`config.mk`:
```
export PLATFORM = sky130hd
export DESIGN_NAME = multilevel_feedback_queue_scheduler
export DESIGN_NICKNAME = d
export VERILOG_FILES = /design/src/sv/mfq_pkg.sv /design/src/sv/mfq_level_queues.sv /design/src/sv/multilevel_feedback_queue_scheduler.sv
export SDC_FILE = /design/constraint.sdc
export NUM_CORES = 1
export LEC_CHECK = 0
export CORE_ASPECT_RATIO = 1.2
export CORE_MARGIN = 10
export CORE_UTILIZATION = 40
export DETAILED_ROUTE_END_ITERATION = 12
export DONT_BUFFER_PORTS = 1
export GPL_ROUTABILITY_DRIVEN = 0
export PLACE_DENSITY_LB_ADDON = 0.25
export SLEW_MARGIN = 20
export SYNTH_ARGS = -nofsm -noshare
export SYNTH_HDL_FRONTEND = slang
export SYNTH_SLANG_ARGS = --single-unit
export TNS_END_PERCENT = 5
```
`constraint.sdc`:
```
create_clock -name clk -period 5 [get_ports clk]
set_input_delay 1 -clock clk [delete_from_list [all_inputs] [get_ports clk]]
set_output_delay 1 -clock clk [all_outputs]
set_load 0.01 [all_outputs]
```
`src/sv/mfq_pkg.sv`:
```
// ----------------------------------------------------------------------------
// mfq_pkg
// Shared constants and types for the three-level feedback queue scheduler.
// ----------------------------------------------------------------------------
package mfq_pkg;

  localparam int DEF_MAX_PROCS  = 8;
  localparam int DEF_TIME_SLOTS = 20;

  // Queue level codes
  localparam logic [1:0] LV_TOP = 2'd0;
  localparam logic [1:0] LV_MID = 2'd1;
  localparam logic [1:0] LV_BOT = 2'd2;

  localparam logic [3:0] QB_RESET = 4'd2;

  // Control request from the sequencer to the level queues
  typedef struct packed {
    logic       clear;
    logic       push;
    logic [1:0] push_lv;
    logic       pop;
    logic [1:0] pop_lv;
  } q_ctrl_t;

endpackage

```
`src/sv/mfq_level_queues.sv`:
```
// ----------------------------------------------------------------------------
// mfq_level_queues
// Three circular FIFOs of process ids, one per level, with head and count.
// ----------------------------------------------------------------------------
module mfq_level_queues
  import mfq_pkg::*;
#(
  parameter int MAX_PROCS = DEF_MAX_PROCS,
  parameter int IW = (MAX_PROCS > 1) ? $clog2(MAX_PROCS) : 1,
  parameter int CW = $clog2(MAX_PROCS + 1)
) (
  input  logic          clk,
  input  logic          rst,
  input  q_ctrl_t       ctrl,
  input  logic [IW-1:0] push_id,
  output logic [IW-1:0] head_id,
  output logic [CW-1:0] cnt0,
  output logic [CW-1:0] cnt1,
  output logic [CW-1:0] cnt2
);

  localparam logic [CW:0] MAXV = (CW + 1)'(MAX_PROCS);

  logic [IW-1:0] qmem [3][MAX_PROCS];
  logic [IW-1:0] head [3];
  logic [CW-1:0] cnt  [3];
  logic [CW:0]   tail_sum;
  logic [CW:0]   tail_w;

  assign cnt0    = cnt[0];
  assign cnt1    = cnt[1];
  assign cnt2    = cnt[2];
  assign head_id = qmem[ctrl.pop_lv][head[ctrl.pop_lv]];

  // Tail slot of the level being pushed, wrapped at the depth
  always_comb begin
    tail_sum = (CW + 1)'(head[ctrl.push_lv]) + (CW + 1)'(cnt[ctrl.push_lv]);
    tail_w   = (tail_sum >= MAXV) ? tail_sum - MAXV : tail_sum;
  end

  // Store the pushed id
  always_ff @(posedge clk) begin
    if (ctrl.push) begin
      qmem[ctrl.push_lv][tail_w[IW-1:0]] <= push_id;
    end
  end

  // Advance heads and counts
  always_ff @(posedge clk) begin
    if (rst || ctrl.clear) begin
      for (int i = 0; i < 3; i++) begin
        head[i] <= '0;
        cnt[i]  <= '0;
      end
    end else begin
      if (ctrl.push) begin
        cnt[ctrl.push_lv] <= cnt[ctrl.push_lv] + 1'b1;
      end
      if (ctrl.pop) begin
        cnt[ctrl.pop_lv] <= cnt[ctrl.pop_lv] - 1'b1;
        if ((CW + 1)'(head[ctrl.pop_lv]) == MAXV - 1'b1) begin
          head[ctrl.pop_lv] <= '0;
        end else begin
          head[ctrl.pop_lv] <= head[ctrl.pop_lv] + 1'b1;
        end
      end
    end
  end

endmodule

```
`src/sv/multilevel_feedback_queue_scheduler.sv`:
```
// ----------------------------------------------------------------------------
// multilevel_feedback_queue_scheduler
// Loads process descriptors and emits a three-level feedback schedule.
// ----------------------------------------------------------------------------
// The request marked last_process starts a run that emits TIME_SLOTS
// results, one per slot in order, each on the result ports for one cycle
// under result_valid; the receiver cannot stall. Busy stays high for the
// whole run. Every slot, idle or busy, costs an admission scan over the
// loaded processes, then the emit and the dispatch or read back of the
// running process; each quantum adds steps to dispatch, pop the queue,
// read the table and requeue. The run time is set by the sequential scan
// over the process tables through a single table read port.
module multilevel_feedback_queue_scheduler
  import mfq_pkg::*;
#(
  parameter int MAX_PROCS  = DEF_MAX_PROCS,
  parameter int TIME_SLOTS = DEF_TIME_SLOTS
) (
  input  logic       clk,
  input  logic       rst,
  input  logic       start,
  output logic       busy,
  input  logic [5:0] arrival_time,
  input  logic [5:0] service_time,
  input  logic       last_process,
  input  logic       cfg_wr_en,
  input  logic [3:0] cfg_wr_data,
  output logic       result_valid,
  output logic [5:0] slot_index,
  output logic       busy_res,
  output logic [2:0] process_id,
  output logic       last_slot
);

  localparam int IW = (MAX_PROCS > 1) ? $clog2(MAX_PROCS) : 1;
  localparam int CW = $clog2(MAX_PROCS + 1);
  localparam logic [CW-1:0] MAXC = CW'(MAX_PROCS);
  localparam logic [6:0] TS   = 7'(TIME_SLOTS);
  localparam logic [6:0] TSM1 = 7'(TIME_SLOTS - 1);

  // Sequencer states
  localparam logic [2:0] ST_LOAD  = 3'd0;
  localparam logic [2:0] ST_TOP   = 3'd1;
  localparam logic [2:0] ST_SCAN  = 3'd2;
  localparam logic [2:0] ST_EMPTY = 3'd3;
  localparam logic [2:0] ST_POP   = 3'd4;
  localparam logic [2:0] ST_REM   = 3'd5;
  localparam logic [2:0] ST_RUN   = 3'd6;

  logic [2:0]    state;
  logic [3:0]    quantum_base;
  logic [5:0]    arr_tab [MAX_PROCS];
  logic [5:0]    rem_tab [MAX_PROCS];
  logic [MAX_PROCS-1:0] admitted;
  logic [CW-1:0] process_count;
  logic [CW-1:0] scan_j;
  logic          ret_run;
  logic [6:0]    slot;
  logic [IW-1:0] idx;
  // Running process id, kept across the admission scan
  logic [IW-1:0] run_idx;
  logic [1:0]    run_lv;
  logic [7:0]    quantum;
  logic [7:0]    kcnt;
  logic [5:0]    cur_rem;
  logic [3:0]    qb;

  q_ctrl_t       qctrl;
  logic [IW-1:0] push_id;
  logic [IW-1:0] head_id;
  logic [CW-1:0] cnt0, cnt1, cnt2;
  logic          all_empty;
  logic          ready_hit;
  logic [1:0]    sel_lv;

  assign busy      = (state != ST_LOAD);
  assign qb        = (quantum_base == 4'd0) ? 4'd1 : quantum_base;
  assign all_empty = (cnt0 == '0) && (cnt1 == '0) && (cnt2 == '0);
  assign sel_lv    = (cnt0 != '0) ? LV_TOP : ((cnt1 != '0) ? LV_MID : LV_BOT);
  assign ready_hit = (rem_tab[idx] != 6'd0) && ({1'b0, arr_tab[idx]} <= slot)
                     && !admitted[idx];

  // Queue requests from the sequencer
  always_comb begin
    qctrl         = '0;
    push_id       = idx;
    qctrl.pop_lv  = sel_lv;
    qctrl.push_lv = LV_TOP;
    case (state)
      ST_SCAN: begin
        qctrl.push = (scan_j < process_count) && ready_hit;
      end
      ST_POP: begin
        qctrl.pop = 1'b1;
      end
      ST_RUN: begin
        if (!((kcnt < quantum) && (cur_rem != 6'd0) && (slot < TS))) begin
          qctrl.push    = (cur_rem != 6'd0);
          qctrl.push_lv = (run_lv == LV_TOP) ? (all_empty ? LV_TOP : LV_MID) : LV_BOT;
        end
      end
      ST_TOP: begin
        qctrl.clear = (slot >= TS);
      end
      default: begin
      end
    endcase
  end

  mfq_level_queues #(
    .MAX_PROCS(MAX_PROCS),
    .IW(IW),
    .CW(CW)
  ) u_queues (
    .clk(clk),
    .rst(rst),
    .ctrl(qctrl),
    .push_id(push_id),
    .head_id(head_id),
    .cnt0(cnt0),
    .cnt1(cnt1),
    .cnt2(cnt2)
  );

  // Hold the quantum register
  always_ff @(posedge clk) begin
    if (rst) begin
      quantum_base <= QB_RESET;
    end else if (cfg_wr_en) begin
      quantum_base <= cfg_wr_data;
    end
  end

  // Process tables
  always_ff @(posedge clk) begin
    if (state == ST_LOAD && start && process_count < MAXC) begin
      arr_tab[process_count[IW-1:0]] <= arrival_time;
      rem_tab[process_count[IW-1:0]] <= service_time;
    end else if (state == ST_RUN &&
                 !((kcnt < quantum) && (cur_rem != 6'd0) && (slot < TS))) begin
      rem_tab[idx] <= cur_rem;
    end
  end

  // Sequencer
  always_ff @(posedge clk) begin
    if (rst) begin
      state         <= ST_LOAD;
      admitted      <= '0;
      process_count <= '0;
      result_valid  <= 1'b0;
      slot          <= '0;
      scan_j        <= '0;
      ret_run       <= 1'b0;
      idx           <= '0;
    end else begin
      result_valid <= 1'b0;
      case (state)
        ST_LOAD: begin
          if (start) begin
            if (process_count < MAXC) begin
              admitted[process_count[IW-1:0]] <= 1'b0;
              process_count <= process_count + 1'b1;
            end
            if (last_process) begin
              slot  <= '0;
              state <= ST_TOP;
            end
          end
        end
        ST_TOP: begin
          if (slot >= TS) begin
            admitted      <= '0;
            process_count <= '0;
            state         <= ST_LOAD;
          end else if (all_empty) begin
            scan_j  <= '0;
            idx     <= '0;
            ret_run <= 1'b0;
            state   <= ST_SCAN;
          end else begin
            state <= ST_POP;
          end
        end
        ST_SCAN: begin
          // Admit one ready process per cycle, in index order
          if (scan_j < process_count) begin
            if (ready_hit) begin
              admitted[idx] <= 1'b1;
            end
            scan_j <= scan_j + 1'b1;
            idx    <= IW'(scan_j + 1'b1);
          end else begin
            if (ret_run) begin
              idx <= run_idx;
            end
            state <= ret_run ? ST_REM : ST_EMPTY;
          end
        end
        ST_EMPTY: begin
          // Idle slot when nothing was admitted
          if (cnt0 == '0) begin
            result_valid <= 1'b1;
            slot_index   <= slot[5:0];
            busy_res     <= 1'b0;
            process_id   <= 3'd0;
            last_slot    <= (slot == TSM1);
            slot         <= slot + 1'b1;
          end
          state <= ST_TOP;
        end
        ST_POP: begin
          run_lv <= sel_lv;
          idx    <= head_id;
          kcnt   <= '0;
          case (sel_lv)
            LV_TOP:  quantum <= 8'd1;
            LV_MID:  quantum <= {4'd0, qb};
            default: quantum <= {4'd0, qb} * {4'd0, qb};
          endcase
          state <= ST_REM;
        end
        ST_REM: begin
          if (!ret_run) begin
            cur_rem <= rem_tab[idx];
          end
          ret_run <= 1'b0;
          state   <= ST_RUN;
        end
        ST_RUN: begin
          if ((kcnt < quantum) && (cur_rem != 6'd0) && (slot < TS)) begin
            result_valid <= 1'b1;
            slot_index   <= slot[5:0];
            busy_res     <= 1'b1;
            process_id   <= 3'(idx);
            last_slot    <= (slot == TSM1);
            slot         <= slot + 1'b1;
            cur_rem      <= cur_rem - 1'b1;
            kcnt         <= kcnt + 1'b1;
            run_idx      <= idx;
            scan_j       <= '0;
            idx          <= '0;
            ret_run      <= 1'b1;
            state        <= ST_SCAN;
          end else begin
            state <= ST_TOP;
          end
        end
        default: begin
          state <= ST_LOAD;
        end
      endcase
    end
  end

endmodule
```
# Yosys cells after proc, flatten, opt, wreduce, memory -nomap -nowiden
# Memory sizes are Yosys's and may differ from the RTL's. A register that Yosys moved wholly into a read port is not among the register bits.
# Cells that the tools add are included.
dict set report totals {
  romBits 0
  mem_bits_rw 189
  word_cells 249
  latch_bits 0
  input_bits 21
  regBits 73
  memories 5
  out_inout_bits 13
}
dict set report op_classes {
  muxes 119
  n_mul 1
  eq_ne 22
  n_addsub 10
  n_reduce_logical 53
  n_lt_le_gt_ge 14
  n_div 0
  n_shift 0
  bitwise_logic 7
}
# name depth word_bits rd rd_clocked_by_memory_dff wr line
set mem_list {}
lappend mem_list {u_queues.qmem 3 24 1 0 1 mfq_level_queues.sv:24} ;# logic [IW-1:0] qmem [3][MAX_PROCS];
lappend mem_list {arr_tab 8 6 1 1 1 multilevel_feedback_queue_scheduler.sv:52} ;# logic [5:0] arr_tab [MAX_PROCS];
lappend mem_list {rem_tab 8 6 1 1 1 multilevel_feedback_queue_scheduler.sv:53} ;# logic [5:0] rem_tab [MAX_PROCS];
lappend mem_list {u_queues.cnt 3 4 5 0 3 mfq_level_queues.sv:26} ;# logic [CW-1:0] cnt [3];
lappend mem_list {u_queues.head 3 3 2 0 3 mfq_level_queues.sv:25} ;# logic [IW-1:0] head [3];
# op n
set ops {}
lappend ops {{two-way mux 3 bit} 25}
lappend ops {{two-way mux 8 bit} 6}
lappend ops {{two-way mux 4 bit} 10}
lappend ops {{two-way mux 1 bit} 39}
lappend ops {{case mux 8 bit (2 select lines)} 2}
lappend ops {{two-way mux 6 bit} 5}
lappend ops {{two-way mux 7 bit} 4}
lappend ops {{two-way mux 24 bit} 1}
lappend ops {{case mux 6 bit (2 select lines)} 2}
lappend ops {{case mux 8 bit (3 select lines)} 1}
lappend ops {{case mux 3 bit (7 select lines)} 1}
lappend ops {{case mux 7 bit (3 select lines)} 1}
lappend ops {{!= test 2 bit (second input constant)} 10}
lappend ops {{logical NOT 4 bit} 4}
lappend ops {{two-way mux 2 bit} 8}
lappend ops {{AND reduction 4 bit} 4}
lappend ops {{AND reduction 5 bit} 3}
lappend ops {{nonzero test 3 bit} 5}
lappend ops {{logical AND 1 bit} 13}
lappend ops {{adder 4 x 1 -> 4 bit (second input constant)} 3}
lappend ops {{equality test 3 bit (second input constant)} 4}
lappend ops {{case mux 3 bit (4 select lines)} 1}
lappend ops {{case mux 4 bit (3 select lines)} 1}
lappend ops {{nonzero test 4 bit} 3}
lappend ops {{51 further kinds} 70}

# Logic depth before layout (Yosys ltp)
# An unclocked memory read counts as a cell.
dict set report logic_depth {
  ltp_word 18
  ltp_mapped 17
  mapped_depth_nobuf 16
}

# Modules after synthesis
# From an unflattened synthesis, not the netlist that was laid out.
dict set report unflattened {
  cells_unflattened 1037
  hier_area_um2 13150.1
}
# module area_each_um2 seq_area_each_um2 cells_each instances
set modules_own_cells {}
lappend modules_own_cells {multilevel_feedback_queue_scheduler 8398.1 4784.6 696 1}
lappend modules_own_cells {mfq_level_queues 4752.1 3002.9 341 1}

# Least setup slack after synthesis
# Ideal clock, no wire load.
dict set report synth_path {
  kind {register to register}
  from {register cur_rem[0]}
  to {memory u_queues.qmem[2][3] in the netlist's numbering, enable pin}
  slack_ns 0.525
  path_buffers 2
  synth_period_minus_slack_ns 4.475
  arrival_ns 4.104
  path_stages_with_launch 18
  setup_ns 0.371
  required_time_ns 4.629
  path_cell_list {edfxtp_1 > inv_1 > ha_1 > or3b_1 > or3_1 > nand2_1 > a2111o_1 > buf_2 > nand2_1 > clkbuf_1 > o21ai_0 > ha_1 > inv_1 > fa_1 > or2_2 > a211oi_1 > o22ai_2 > nor4_1}
}
dict set report synth_between {
  elab_chain_len 15
  word_cells_on_any_way 20
  classes_between {add/sub (2); order compare (3); mux (8); bitwise (1); reduce/logical (4); memory (2)}
}
# item line
set synth_rtl {}
lappend synth_rtl {{start, declared} multilevel_feedback_queue_scheduler.sv:65} ;# logic [5:0] cur_rem;
lappend synth_rtl {{start signal, assigned} multilevel_feedback_queue_scheduler.sv:225} ;# cur_rem <= rem_tab[idx];
lappend synth_rtl {{start signal, assigned} multilevel_feedback_queue_scheduler.sv:238} ;# cur_rem <= cur_rem - 1'b1;
lappend synth_rtl {{nonzero test 6 bit (*)} {multilevel_feedback_queue_scheduler.sv:97, multilevel_feedback_queue_scheduler.sv:98}}
lappend synth_rtl {{logical AND 1 bit (2 in series)} multilevel_feedback_queue_scheduler.sv:97} ;# if (!((kcnt < quantum) && (cur_rem != 6'd0) && (slot < TS))) begin
lappend synth_rtl {{two-way mux 3 bit (*)} multilevel_feedback_queue_scheduler.sv:97}
lappend synth_rtl {{two-way mux 2 bit} multilevel_feedback_queue_scheduler.sv:89} ;# case (state)
lappend synth_rtl {{memory (3 x 3 bit) / memory (3 x 4 bit) (equally long branches)} --}
lappend synth_rtl {{adder 3 x 4 -> 5 bit} mfq_level_queues.sv:37} ;# tail_sum = (CW + 1)'(head[ctrl.push_lv]) + (CW + 1)'(cnt[ctrl.push_lv]);
lappend synth_rtl {{greater-or-equal comparator 5 x 4 -> 1 bit / subtractor 3 x 1 -> 3 bit (equally long branches)} mfq_level_queues.sv:38} ;# tail_w = (tail_sum >= MAXV) ? tail_sum - MAXV : tail_sum;
lappend synth_rtl {{two-way mux 3 bit} mfq_level_queues.sv:38}
lappend synth_rtl {{inverter 3 -> 4 bit (not written as such)} mfq_level_queues.sv:44} ;# qmem[ctrl.push_lv][tail_w[IW-1:0]] <= push_id;
lappend synth_rtl {{greater-or-equal comparator 4 bit (not written as such) / < comparator 4 x 1 -> 1 bit (equally long branches)} mfq_level_queues.sv:44}
lappend synth_rtl {{logical AND 1 bit (not written as such)} mfq_level_queues.sv:44}
lappend synth_rtl {{two-way mux 3 bit (not written as such)} mfq_level_queues.sv:44}
lappend synth_rtl {{demux 3 bit (select 3 bit)} mfq_level_queues.sv:44}
lappend synth_rtl {{two-way mux 24 bit (not written as such)} mfq_level_queues.sv:44}
lappend synth_rtl {{end, declared} mfq_level_queues.sv:24}
# Every way passes the cells marked *; elsewhere a longest branch is shown, timed or not.

# Worst setup path after layout
dict set report layout_path {
  from {register cur_rem[0]}
  to {memory u_queues.qmem[1][11] in the netlist's numbering, enable pin}
}
# The elaborated chain is that of the path after synthesis.

==> results.md <==
- Counting flops with a built-in enable in the synthesized netlist gives 227.
- Including well taps, the total number of placed cells is 1382.
- Global routing used 15.06% of the available tracks across all layers.
- The routed layout has 8153 vias.
- For the worst setup path, the data required time is 5.20 ns.
- After global routing the overflow that remains totals 0.
- STA classifies the critical path startpoint as a register.
- The initial antenna violation count is 0.
- The antenna diode count is 0.
- The endpoint of the worst-slack reg-to-reg timing path is u_queues.qmem[1][11]$_DFFE_PP_.
- The number of hold buffers added after cts is 0.
- The synthesized area per cell is 12.51 um^2.
- Timing would allow up to 211.2 MHz.
- The path type of the worst min-delay path is register to register.
- The tree built by TritonCTS fans out to 265 sinks.
- Among all stages on the critical path, the largest delay is contributed by fa_1.
- The final design utilization is 45.07%.
- The post-route netlist has 13.58% of its cells at a drive strength greater than 1.
- The startpoint-to-endpoint class of the critical path is register to register.
- In this run the standard cell core region covers 0.03118 mm^2.
- The multi-input combinational cell area is 0.004703 mm^2.
- Counting the fill cells in the layout gives 2815.
- In this run the worst path has a maximum fanout of 10.
- The minimum hold slack is 0.4647 ns.
- The boundary pin count is 34.
- STA classifies the critical path endpoint as a register.
- The number of optimization iterations in the first detailed-route pass is 5.
- The count of unresolved DRC violations after routing is 0.
- The worst reg2reg path startpoint is cur_rem[0]$_DFFE_PP_.
- Across the VDD grid, the largest voltage drop is 305.2 uV.
- Once the clock tree was built, the setup fixing pass inserted 0 buffers.
- Entering global routing, the biggest net connects 37 pins.
- The number of warnings issued by yosys is 0.
- On the final layout, the worst clock skew is 0.03134 ns.
- The floorplan die area is 0.03896 mm^2.
- The largest delay contributor family on the critical path is simple AND/OR/NAND/NOR gates.
- The placement-stage cell area is 0.01305 mm^2.
- The final antenna-violating net count is 0.
- The first global-routing pass estimated 47260 um of wire.
- The worst hold path begins at process_count[3]$_SDFFE_PP0P_.
- The clock passes through at most 3 buffers.
- edfxtp_1 takes more of the synthesized area than any other cell.
- After clock tree synthesis, the clock-pin slew on the worst setup and hold paths is 0.06 ns.
- The via count of the first global-routing pass is 8169.
- For the pin with the worst max-slew slack, the measured transition is 0.8723 ns.
- The path with the worst hold slack has its endpoint at process_count[3]$_SDFFE_PP0P_.
- By area the synthesized netlist is led by edfxtp_1, dfxtp_1, mux4_2.
- Setup repair after global routing could not meet its margin everywhere.
- Power spread over the standard cell area amounts to 355.8 mW/mm^2.
- The number of max-cap violations is 0.
- The smallest clock period supported by the final layout is computed as 4.734 ns.
- The worst-case register-to-register setup slack is 0.27 ns.
- The final routed wirelength across all metal layers is 30210 um.
- Measured in cells, the most critical reg-to-reg path has a length of 15.
- After synthesis, the share of flip-flops with an asynchronous set or reset is 0%.
- The estimated wirelength of the detail-placed design is 21040 um.
- The count of mapped cells out of synthesis is 1005.
- The buffering stage count on the worst path with inverters included is 2.
- The overall die width is 181.9 um.
- The cell area that synthesis handed to floorplanning was 0.01257 mm^2.
- The die is 214.2 um tall.
- The final setup violation count is 0.
- The run finished with clean final reports.
- After synthesis the netlist holds a flip-flop and latch count of 265.
- The final-report max-slew violation count is 0.
- The net count of the finished layout is 1062.
- The arrival time of the worst setup path is 4.93 ns.
- The synthesis-to-layout area growth is 11.77%.
- Walking the worst path, the cells encountered are inv_1 > ha_1 > or3b_1 > or3_1 > nand2_1 > a2111o_1 > nand2_1 > o21ai_0 > ha_1 > inv_1 > fa_1 > or2_2 > a211oi_1 > o22ai_2 > nor3_1.
- The H-tree depth is 1.
- The count of input and output buffers is 0.
- The library cell used most frequently in the layout, excluding fill and tap cells, is edfxtp_1.
- The static power due to leakage is 4.702 nW.
- Of the available clock period, the critical path in the final layout requires 94.68%.
- Counting every net in the synthesized netlist gives 1057.
- The top cell type by area accounts for 54.21% of the synthesized area.
- The starting utilization of the core area is 40.33%.
- The initial DRC count is 660.
- The worst setup timing slack at the placement stage is 0.2201 ns.
- Measured against its own limit, the worst slew margin works out to 41.23%.
- The final worst slack is 0.2659 ns.
- The maximum cell stage delay along the critical path is 0.44 ns.
- Dividing the detail-routed wire length by the instance count gives 21.09 um.
- The most used flip-flop cell after synthesis is edfxtp_1.
- The via count normalized by instance count is 5.693.
- The sequential cells in the finished layout cover a total of 0.007579 mm^2.
- Summing all non-filler instances in the final layout gives an area of 0.01405 mm^2.
- The sequential fraction of the synthesis area is 60.26%.
- The number of buffers added by the clock tree synthesis step is 27.
- The clock reaches the later pin of the worst-skew pair after 0.56 ns.
- In the layout the commonest cells are edfxtp_1, nor2_1, nand2_1, a21oi_1, o21ai_0.
- The root buffer cell chosen for the clock tree is clkbuf_16.
- The floorplan has 71 rows.
- Counting instances, the worst hold path has a depth of 1.
- The number of hold-slack violations in the final timing report is 0.
- Excluding fillers, the count of instances in the completed layout stands at 1432.
- The TritonCTS clock tree is yes.
- The synthesized netlist contains 77 unique library cells.
repair_timing:
action,4_1_cts,5_1_grt
endpoints found under the hold margin,0,0
resized for setup,0,5
setup endpoints to repair,0,18
power breakdown:
part	switching, W	internal [W]
registers	0.0000388	0.00243
clock network	0.000853	0.00135
logic	0.000209	0.000118
total	0.00110	0.00390
worst max-delay path by stage:
stage | start | endpoint | slack, ns | depth (start not counted)
floorplan | cur_rem[0]$_DFFE_PP_ | u_queues.qmem[2][3]$_DFFE_PP_ | 0.53 | 17
global placement | cur_rem[0]$_DFFE_PP_ | u_queues.qmem[2][5]$_DFFE_PP_ | 0.40 | 15
detailed placement | cur_rem[0]$_DFFE_PP_ | u_queues.qmem[2][4]$_DFFE_PP_ | 0.22 | 15
CTS | cur_rem[0]$_DFFE_PP_ | u_queues.qmem[2][5]$_DFFE_PP_ | 0.21 | 15
global route | cur_rem[0]$_DFFE_PP_ | u_queues.qmem[1][10]$_DFFE_PP_ | -0.06 | 15
finish | cur_rem[0]$_DFFE_PP_ | u_queues.qmem[1][11]$_DFFE_PP_ | 0.27 | 15
cell usage after synthesis, types with 27 or more instances:
cell type,count
clkbuf_1,30
nor3_1,39
a21oi_1,42
o21ai_0,41
inv_1,31
mux4_2,27
edfxtp_1,227
ha_1,30
mux2i_1,32
dfxtp_1,38
nand2_1,87
nor2_1,98
metrics by stage:
stage	power (W)	setup TNS, ns
floorplan	0.002741	0
global placement	0.002835	0
detailed placement	0.002837	0
CTS	0.005038	0
global route	0.005165	-0.2090
finish	0.005001	0
logic make-up (layout without fill, tap and decap cells):
family                     Yosys count  after routing  share of synthesized area, %
buffers and inverters               81            107                         2.687
adders and majority gates           31             31                         3.144
DFF                                265            265                         60.26
AOI/OAI and AO/OA                  201            201                         11.02
xor gates and xnor gates            21             21                         1.463
muxes                               71             71                         8.458
and+or+nand+nor                    335            335                         12.97
sequential cells by signal (all words and copies together) (netlist names), 6 cells and up, named ones only:
register	count
kcnt	8
cur_rem	6
u_queues.head	9
quantum	8
u_queues.cnt	12
slot	7
admitted	8
slot_index	6
rem_tab	48
u_queues.qmem	72
arr_tab	48
layer usage:
metal / up-vias / wire length (um) / global-route usage (%)
met5: - / 0 / 0
met4: 0 / 679 / 3.828
met3: 47 / 1462 / 2.262
met2: 214 / 15330 / 26.39
met1: 4053 / 12740 / 18.91
li1: 3839 / - / -
area by class of cell:
cell class	count	area share, %
clock buffer	31	4.914
multi-input combinational	659	33.46
tap	401	3.570
inverter	34	0.9080
clock inverter	19	1.994
sequential	265	53.92
timing repair buffer	23	1.229
(Power assumes the default switching activity.)
